===== config.mk =====
export PLATFORM = sky130hd
export DESIGN_NAME = tacf_front
export DESIGN_NICKNAME = d
export VERILOG_FILES = /design/src/rtl/tacf_pkg.sv /design/src/rtl/tacf_front.sv
export SDC_FILE = /design/constraint.sdc
export NUM_CORES = 1
export LEC_CHECK = 0
export ABC_AREA = 1
export BUFFER_PORTS_ARGS = -buffer_cell sky130_fd_sc_hd__buf_4
export CAP_MARGIN = 20
export CELL_PAD_IN_SITES_DETAIL_PLACEMENT = 1
export CELL_PAD_IN_SITES_GLOBAL_PLACEMENT = 1
export CORE_MARGIN = 2
export CORE_UTILIZATION = 25
export CTS_CLUSTER_DIAMETER = 30
export DETAILED_ROUTE_END_ITERATION = 8
export GPL_TIMING_DRIVEN = 0
export PLACE_DENSITY_LB_ADDON = 0.15
export RECOVER_POWER = 100
export SLEW_MARGIN = 20
export SYNTH_ARGS = -nofsm -noshare
export SYNTH_HDL_FRONTEND = slang
export SYNTH_SLANG_ARGS = --single-unit

===== constraint.sdc =====
create_clock -name clk_i -period 1.1 [get_ports clk_i]
set_input_delay 0.11 -clock clk_i [delete_from_list [all_inputs] [get_ports clk_i]]
set_output_delay 0.11 -clock clk_i [all_outputs]
set_load 0.02 [all_outputs]

===== src/rtl/tacf_pkg.sv =====
// ----------------------------------------------------------------------------
// tacf_pkg: shared types and tables of the tilt angle block
// Sample and result item types, the data word handed from cell to cell, and
// the sine and cosine tables for whole degrees 0 to 90 in unsigned Q2.62.
// ----------------------------------------------------------------------------
`default_nettype none

package tacf_pkg;

  // Sample width and the width of a sample magnitude (up to 2^(SAMPLE_BITS-1)).
  localparam int SAMPLE_BITS  = 16;
  localparam int MAG_W        = SAMPLE_BITS;
  localparam int ANGLE_W      = 8;

  // Angle search: whole degrees 0..RIGHT_DEG, one bit decided per cell.
  localparam int RIGHT_DEG       = 90;
  localparam int HALF_CIRCLE_DEG = 180;
  localparam int DEG_W           = $clog2(RIGHT_DEG + 1);
  localparam int NUM_CELLS       = DEG_W;

  // Series length used to build the tables.
  localparam int ANGLE_STAGES = 20;

  // Table format: unsigned Q2.62, split into halves for the multipliers.
  localparam int TRIG_W  = 64;
  localparam int HALF_W  = TRIG_W / 2;
  localparam int PROD_W  = MAG_W + HALF_W;
  localparam int CMP_W   = MAG_W + TRIG_W;

  localparam logic [TRIG_W-1:0] ONE_Q62 = 64'h4000_0000_0000_0000;
  localparam logic [TRIG_W-1:0] PI_Q62  = 64'hC90F_DAA2_2168_C234;

  typedef logic [RIGHT_DEG:0][TRIG_W-1:0] trig_tab_t;

  // Input item.
  typedef struct packed {
    logic signed [SAMPLE_BITS-1:0] tilt_sample;
    logic signed [SAMPLE_BITS-1:0] reference_sample;
  } tilt_in_t;

  // Result item.
  typedef struct packed {
    logic signed [ANGLE_W-1:0] angle_degrees;
    logic                      angle_valid;
  } tilt_out_t;

  // Data word that travels down the chain of cells.
  typedef struct packed {
    logic             neg;      // tilt sample is negative
    logic             nonzero;  // at least one sample is nonzero
    logic [MAG_W-1:0] mag_a;    // tilt magnitude
    logic [MAG_W-1:0] mag_b;    // reference magnitude
    logic [DEG_W-1:0] deg;      // angle bits decided so far
  } cell_data_t;

  // Build the sine (want_sin = 1) or cosine table at elaboration. The series
  // is summed for 0..45 degrees and mirrored for 46..90; 0 is exact, and 45 gets equal sine and cosine.
  function automatic trig_tab_t build_tab(input logic want_sin);
    trig_tab_t          tab;
    logic [TRIG_W-1:0]  step;
    logic [TRIG_W-1:0]  x;
    logic [TRIG_W-1:0]  term;
    logic [TRIG_W-1:0]  s;
    logic [TRIG_W-1:0]  c;
    logic [2*TRIG_W-1:0] prod;
    logic [1:0]         phase;
    int                 k;
    int                 n;
    tab  = '0;
    step = PI_Q62 / 64'(HALF_CIRCLE_DEG);
    for (k = 0; k <= RIGHT_DEG / 2; k++) begin
      x    = step * 64'(k);
      term = x;
      s    = x;
      c    = ONE_Q62;
      for (n = 2; n <= 2 * ANGLE_STAGES; n++) begin
        prod  = {64'd0, term} * {64'd0, x};
        term  = prod[125:62] / 64'(n);
        phase = 2'(n);
        case (phase)
          2'd0:    c = c + term;
          2'd1:    s = s + term;
          2'd2:    c = c - term;
          default: s = s - term;
        endcase
      end
      if (k == 0) begin
        s = '0;
        c = ONE_Q62;
      end
      if (k == RIGHT_DEG / 2) begin
        c = s;
      end
      if (want_sin) begin
        tab[k]             = s;
        tab[RIGHT_DEG - k] = c;
      end else begin
        tab[k]             = c;
        tab[RIGHT_DEG - k] = s;
      end
    end
    return tab;
  endfunction

  localparam trig_tab_t SIN_TAB = build_tab(1'b1);
  localparam trig_tab_t COS_TAB = build_tab(1'b0);

endpackage

`default_nettype wire


===== src/rtl/tacf_front.sv =====
// ----------------------------------------------------------------------------
// tacf_front: sample magnitudes
// Registers the magnitudes of both samples, the tilt sign and the
// both-zero flag, and starts the chain with no angle bits decided.
// ----------------------------------------------------------------------------
`default_nettype none

module tacf_front (
  input  wire logic                clk_i,
  input  wire logic                rst_ni,
  input  wire logic                valid_i,
  input  wire tacf_pkg::tilt_in_t  item_i,
  output logic                     valid_o,
  output tacf_pkg::cell_data_t     data_o
);

  logic                          valid_q;
  tacf_pkg::cell_data_t          data_d;
  tacf_pkg::cell_data_t          data_q;
  logic [tacf_pkg::MAG_W-1:0]    raw_a;
  logic [tacf_pkg::MAG_W-1:0]    raw_b;

  // Two's complement magnitudes; the most negative value maps to 2^(N-1).
  always_comb begin
    raw_a          = tacf_pkg::MAG_W'(item_i.tilt_sample);
    raw_b          = tacf_pkg::MAG_W'(item_i.reference_sample);
    data_d.neg     = raw_a[tacf_pkg::MAG_W-1];
    data_d.mag_a   = raw_a[tacf_pkg::MAG_W-1] ? (~raw_a + 1'b1) : raw_a;
    data_d.mag_b   = raw_b[tacf_pkg::MAG_W-1] ? (~raw_b + 1'b1) : raw_b;
    data_d.nonzero = (raw_a != '0) || (raw_b != '0);
    data_d.deg     = '0;
  end

  // Valid flag.
  always_ff @(posedge clk_i or negedge rst_ni) begin
    if (!rst_ni) begin
      valid_q <= 1'b0;
    end else begin
      valid_q <= valid_i;
    end
  end

  // Payload.
  always_ff @(posedge clk_i) begin
    data_q <= data_d;
  end

  assign valid_o = valid_q;
  assign data_o  = data_q;

endmodule

`default_nettype wire


==> results of run 1 <==
[kinds of logic after synthesis]
| logic type | Yosys count | share of synthesized area (%) |
|---|---|---|
| buffers and inverters | 44 | 12.2 |
| and+or+nand+nor | 125 | 33.3 |
| other | 1 | 0.229 |
| DFF | 35 | 43.1 |
| AOI/OAI and AO/OA | 11 | 3.82 |
| xor gates and xnor gates | 11 | 5.89 |
| adders and majority gates | 2 | 1.53 |
[sequential cells by signal, indices dropped and copies added, names as in the netlist]
| signal | cells |
|---|---|
| data_o | 34 |
| valid_o | 1 |
[path summary, 6_finish.rpt]
check,to,startpoint
max,valid_o,valid_o
min,data_o[10],item_i[3]
max in group asynchronous,valid_o,rst_ni
min in group asynchronous,valid_o,rst_ni
[power groups by stage]
stage,logic (W),clock network (W),registers (W)
6_report,0.000631,0.000854,0.00140
3_3_place_gp,0.000717,0,0.00143
2_1_floorplan,0.000256,0,0.00157
4_1_cts,0.000740,0.000911,0.00140
5_1_grt,0.000701,0.000974,0.00141
3_5_place_dp,0.000724,0,0.00143
[placed cells by master, fill, tap and decap left out, types with 2 or more instances in the layout]
cell           instances
dfxtp_1               34
buf_4                 34
nor3_1                 3
xnor2_1                2
nand2_2                3
conb_1                 7
nand3b_1               3
ha_1                   2
nand3_1               17
nor2_2                 3
inv_1                 33
clkbuf_8               5
clkbuf_4               5
nor2_1                22
o21ai_0               10
clkbuf_1              39
dlygate4sd3_1          5
xor2_1                 9
nand2_1               71
[routing by layer]
layer	global-route usage, %	up-vias	routed length [µm]
li1	-	846	-
met3	3.99	4	280
met4	4.91	0	30
met5	0	-	0
met1	13.7	712	1800
met2	20.8	42	2080
[what timing repair did]
action,4_1_cts,5_1_grt
hold buffers,5,0
hold endpoints to repair,5,0
buffers inserted,0,0
[through the flow]
stage	worst slack, ns	hold slack, ns
after CTS	0.184	0.00923
after global routing	0.0297	0.0108
final	0.159	0.0197
after detailed placement	-0.119	-0.113
after floorplan	0.187	-0.186
after global placement	-0.110	-0.115
[area by class of cell]
cell class	instances	area (µm²)	share of cell area, %
clock buffers	6	72.6	3.25
repair buffers	73	422	18.9
well taps	77	96.3	4.31
flip-flops and latches	35	706	31.6
plain buffers	11	73.8	3.31
multi-input cells	156	739	33.1
inverters	33	124	5.55
==> impl_metrics.json, run 1 <==
{
  "cp_slowest_stage_delay_ns": 0.32,
  "fin_util_pct": 35.2,
  "setup_tns_ns": 0,
  "drt_first_pass_iters": 4,
  "num-nets-final": 352,
  "synth_top_cells_by_count": "nand2_1 (70), dfxtp_1 (34), inv_1 (33)",
  "cts_tree": "done",
  "antenna_found_initial": 0,
  "rows": 29,
  "ant_nets": 0,
  "peakVddDrop_mv": 0.454,
  "die_y_um": 84.9,
  "worstHoldPathCells": 2,
  "synth_edf_count": 0,
  "synth_area_mm2": 0.00164,
  "wire_per_inst_um": 10.7,
  "die_area_mm2": 0.00721,
  "switching_power_w": 0.000854,
  "arrival_ns": 0.83,
  "slew_viol_final": 0,
  "ys_warn_count": 0,
  "p_clk_share_pct": 29.6,
  "finalNonFillerCells": 391,
  "yosysMostFrequentCell": "nand2_1",
  "switching_share_pct": 29.6,
  "power_density_mw_per_mm2": 1290,
  "total_power_w": 0.00288,
  "grt_pass1_wl_mm": 6.91,
  "routed_via_density": 4.10,
  "p_seq_share_pct": 48.5,
  "cp_cell_sequence": "clkbuf_1",
  "cp_num_cells": 1,
  "synth_cell_types": 23,
  "gr-total-overflow": 0,
  "finalHoldViolCount": 0,
  "clk_pin_slew_ns": 0.07,
  "p_leak_nw": 1.14,
  "root_buffer": "clkbuf_8",
  "intPower_w": 0.00203,
  "fp.dieW_um": 84.9,
  "netlist.area_leader.share_pct": 41.6,
  "slowest_stage": "dfrtp_1",
  "post_cts_resized": 0,
  "start_util_pct": 25.8,
  "critical-path-top-delay-family": "flip-flops",
  "dp.cells": 380,
  "post_route_cells_drive_above_1_share_pct": 17.2,
  "synth_cells": 229,
  "status": "finished clean",
  "rsz0062_at_grt": "false",
  "fmax_ghz": 1.06,
  "path_buf_inv": 1,
  "place_hpwl_mm": 3.40,
  "period_share_pct": 85.5,
  "cp.required_ns": 0.99,
  "pwr-share-comb_pct": 21.9,
  "design_area_mm2": 0.00223,
  "htree_levels": 2,
  "wl_mm": 4.19,
  "core-area_mm2": 0.00635,
  "boundaryPins": 77,
  "endpoint_kind": "output port",
  "grt_use_total_pct": 12.0,
  "drc": 0,
  "n_antenna_cell": 0,
  "numCtsBuffers": 5,
  "drt_iter0_markers": 16,
  "netlist_top_cells_area": "dfxtp_1 (42%), nand2_1 (16%), inv_1 (7.6%)",
  "synth-main-ff-cell": "dfxtp_1",
  "synth_seq_area_share_pct": 43.1,
  "avgSynthCellArea_um2": 7.15,
  "crit_path_start_kind": "flip-flop",
  "ys_ff_latch": 35,
  "hp-class": "primary input to flip-flop",
  "crit_type": "flip-flop to output port",
  "path_max_fanout": 1,
  "grt_pass1_vias": 1571,
  "grt_max_degree": 11,
  "numPortBuffers": 68,
  "n_fill_cell": 817,
  "cap_violations": 0,
  "async_flop_share_pct": 2.86,
  "finalSetupViolations": 0,
  "area_delta_synth_final_pct": 36.5,
  "post-route-min-period_ns": 0.941,
  "yosys.area.top_type": "dfxtp_1",
  "gp_congestion": 0.691,
  "vias": 1604,
  "cts_num_sinks": 35,
  "post_dp_cell_area_mm2": 0.00227,
  "cts_buffer_depth": 2
}
Power figures use the tool's default switching activity.
==> inputs of run 2 (changes only) <==
--- a/config.mk
+++ b/config.mk
@@ -10,6 +10,7 @@
 export CAP_MARGIN = 20
 export CELL_PAD_IN_SITES_DETAIL_PLACEMENT = 1
 export CELL_PAD_IN_SITES_GLOBAL_PLACEMENT = 1
+export CORE_ASPECT_RATIO = 0.8
 export CORE_MARGIN = 2
 export CORE_UTILIZATION = 25
 export CTS_CLUSTER_DIAMETER = 30
==> run 2 against run 1 <==
Combinational power increased by 2%. Power increased by 6.6%. Non-clock buffer count unchanged. Worst hold slack improved by 0.0037 ns. Clock power increased by 21%. Critical path depth stayed put. Routed wire length up 4.3%. Utilization is 0.56 points higher. Maximum frequency down 1.9%. Flip-flop and latch count did not move. Via count up 1.7%. Sequential power about the same. Critical endpoint is now data_o[16].
==> impl_metrics.json, run 2 (synthesized netlist as in run 1, its figures left out) <==
{
  "multi_input_area_um2": 749,
  "slowest_stage": "dfxtp_1",
  "start_util_pct": 25.7,
  "path_buf_inv": 1,
  "status": "finished clean",
  "post_dp_cell_area_mm2": 0.00227,
  "die_area_mm2": 0.00721,
  "crit_path_start_kind": "flip-flop",
  "drt_first_pass_iters": 4,
  "wire_per_inst_um": 10.9,
  "finalHoldViolCount": 0,
  "grt_max_degree": 11,
  "die_y_um": 76.4,
  "worstHoldPathCells": 2,
  "worst_slew_pin_slew_ns": 0.506,
  "area_delta_synth_final_pct": 39.2,
  "grt_pass1_vias": 1588,
  "crit_type": "flip-flop to output port",
  "htree_levels": 2,
  "power_density_mw_per_mm2": 1350,
  "design_area_mm2": 0.00228,
  "ctsHoldBuffers": 5,
  "final_common_cell": "nand2_1",
  "clk_pin_slew_ns": 0.07,
  "root_buffer": "clkbuf_8",
  "routed_via_density": 4.08,
  "rows": 26,
  "rsz0062_at_grt": "false",
  "gr-total-overflow": 0,
  "numCtsBuffers": 5,
  "cts_tree": "done",
  "slew_viol_final": 0,
  "cp_cell_sequence": "clkbuf_1",
  "n_antenna_cell": 0,
  "layout_common_cells": "nand2_1 (71), clkbuf_1 (40), buf_4 (34), dfxtp_1 (34), inv_1 (33)",
  "grt_pass1_wl_mm": 7.16,
  "num-nets-final": 352,
  "cts_num_sinks": 35,
  "finalSetupViolations": 0,
  "post_route_cells_drive_above_1_share_pct": 18.4,
  "post-route-min-period_ns": 0.959,
  "grt_use_total_pct": 12.7,
  "endpoint_kind": "output port",
  "fmax_ghz": 1.04,
  "cp_slowest_stage_delay_ns": 0.33,
  "wl_mm": 4.38,
  "cap_violations": 0,
  "path_max_fanout": 1,
  "largest_reg_flops": 34,
  "cp_num_cells": 1,
  "cp.required_ns": 0.99,
  "vias": 1631,
  "fin_util_pct": 35.7,
  "drc": 0,
  "hp-class": "primary input to flip-flop",
  "gp_congestion": 0.738,
  "critical-path-top-delay-family": "flip-flops",
  "core-area_mm2": 0.00638,
  "period_share_pct": 87.2,
  "antenna_found_initial": 0,
  "post_cts_buffers": 0,
  "arrival_ns": 0.85,
  "numPortBuffers": 68,
  "drt_iter0_markers": 40,
  "final-seq-area_um2": 706,
  "place_hpwl_mm": 3.61,
  "boundaryPins": 77,
  "slew-limit-headroom_pct": 66.2,
  "fp.dieW_um": 94.5,
  "ant_nets": 0,
  "cts_buffer_depth": 2,
  "peakVddDrop_mv": 0.564,
  "p_leak_nw": 1.15,
  "post_cts_resized": 0,
  "n_fill_cell": 854
}
## run 2: cell count changes in the layout (fill, tap and decap cells not counted), sizes merged
cell	previous run	this run
clkbuf	50	52
## run 2: area by class of cell
type	instances	share of cell area, %
sequential	35	31.0
multi-input combinational	156	32.9
tap	84	4.61
inverter	33	5.44
timing repair buffer	73	18.5
clock buffer	8	4.39
buffer	11	3.19
## run 2: power by group
group	internal [W]	switching [W]	leakage, nW
sequential	0.00137	0.0000261	0.297
combinational	0.000234	0.000406	0.805
clock	0.000572	0.000460	0.0515
total	0.00218	0.000892	1.15
## run 2: routing by layer
layer | up-vias | track usage, % | share of wire [%]
li1 | 849 | - | -
met1 | 720 | 16.5 | 46
met2 | 54 | 19.3 | 43
met3 | 8 | 4.65 | 9.3
met4 | 0 | 4.35 | 1.5
met5 | - | 0 | 0
## run 2: path summary, 6_finish.rpt
| check | to | from |
|---|---|---|
| max | data_o[16] | data_o[16] |
| min | data_o[10] | item_i[3] |
| min in group asynchronous | valid_o | rst_ni |
| max in group asynchronous | valid_o | rst_ni |
## run 2: stage by stage
stage | TNS (ns) | instances | total power, W | hold slack [ns] | setup WS (ns)
finish | 0 | 400 | 0.00307 | 0.0234 | 0.141
CTS | 0 | 400 | 0.00324 | 0.0153 | 0.175
global route | 0 | 400 | 0.00327 | 0.0253 | 0.0679
global placement | -0.312 | 387 | 0.00215 | -0.114 | -0.114
floorplan | 0 | 235 | 0.00183 | -0.186 | 0.187
detailed placement | -0.423 | 387 | 0.00216 | -0.114 | -0.140
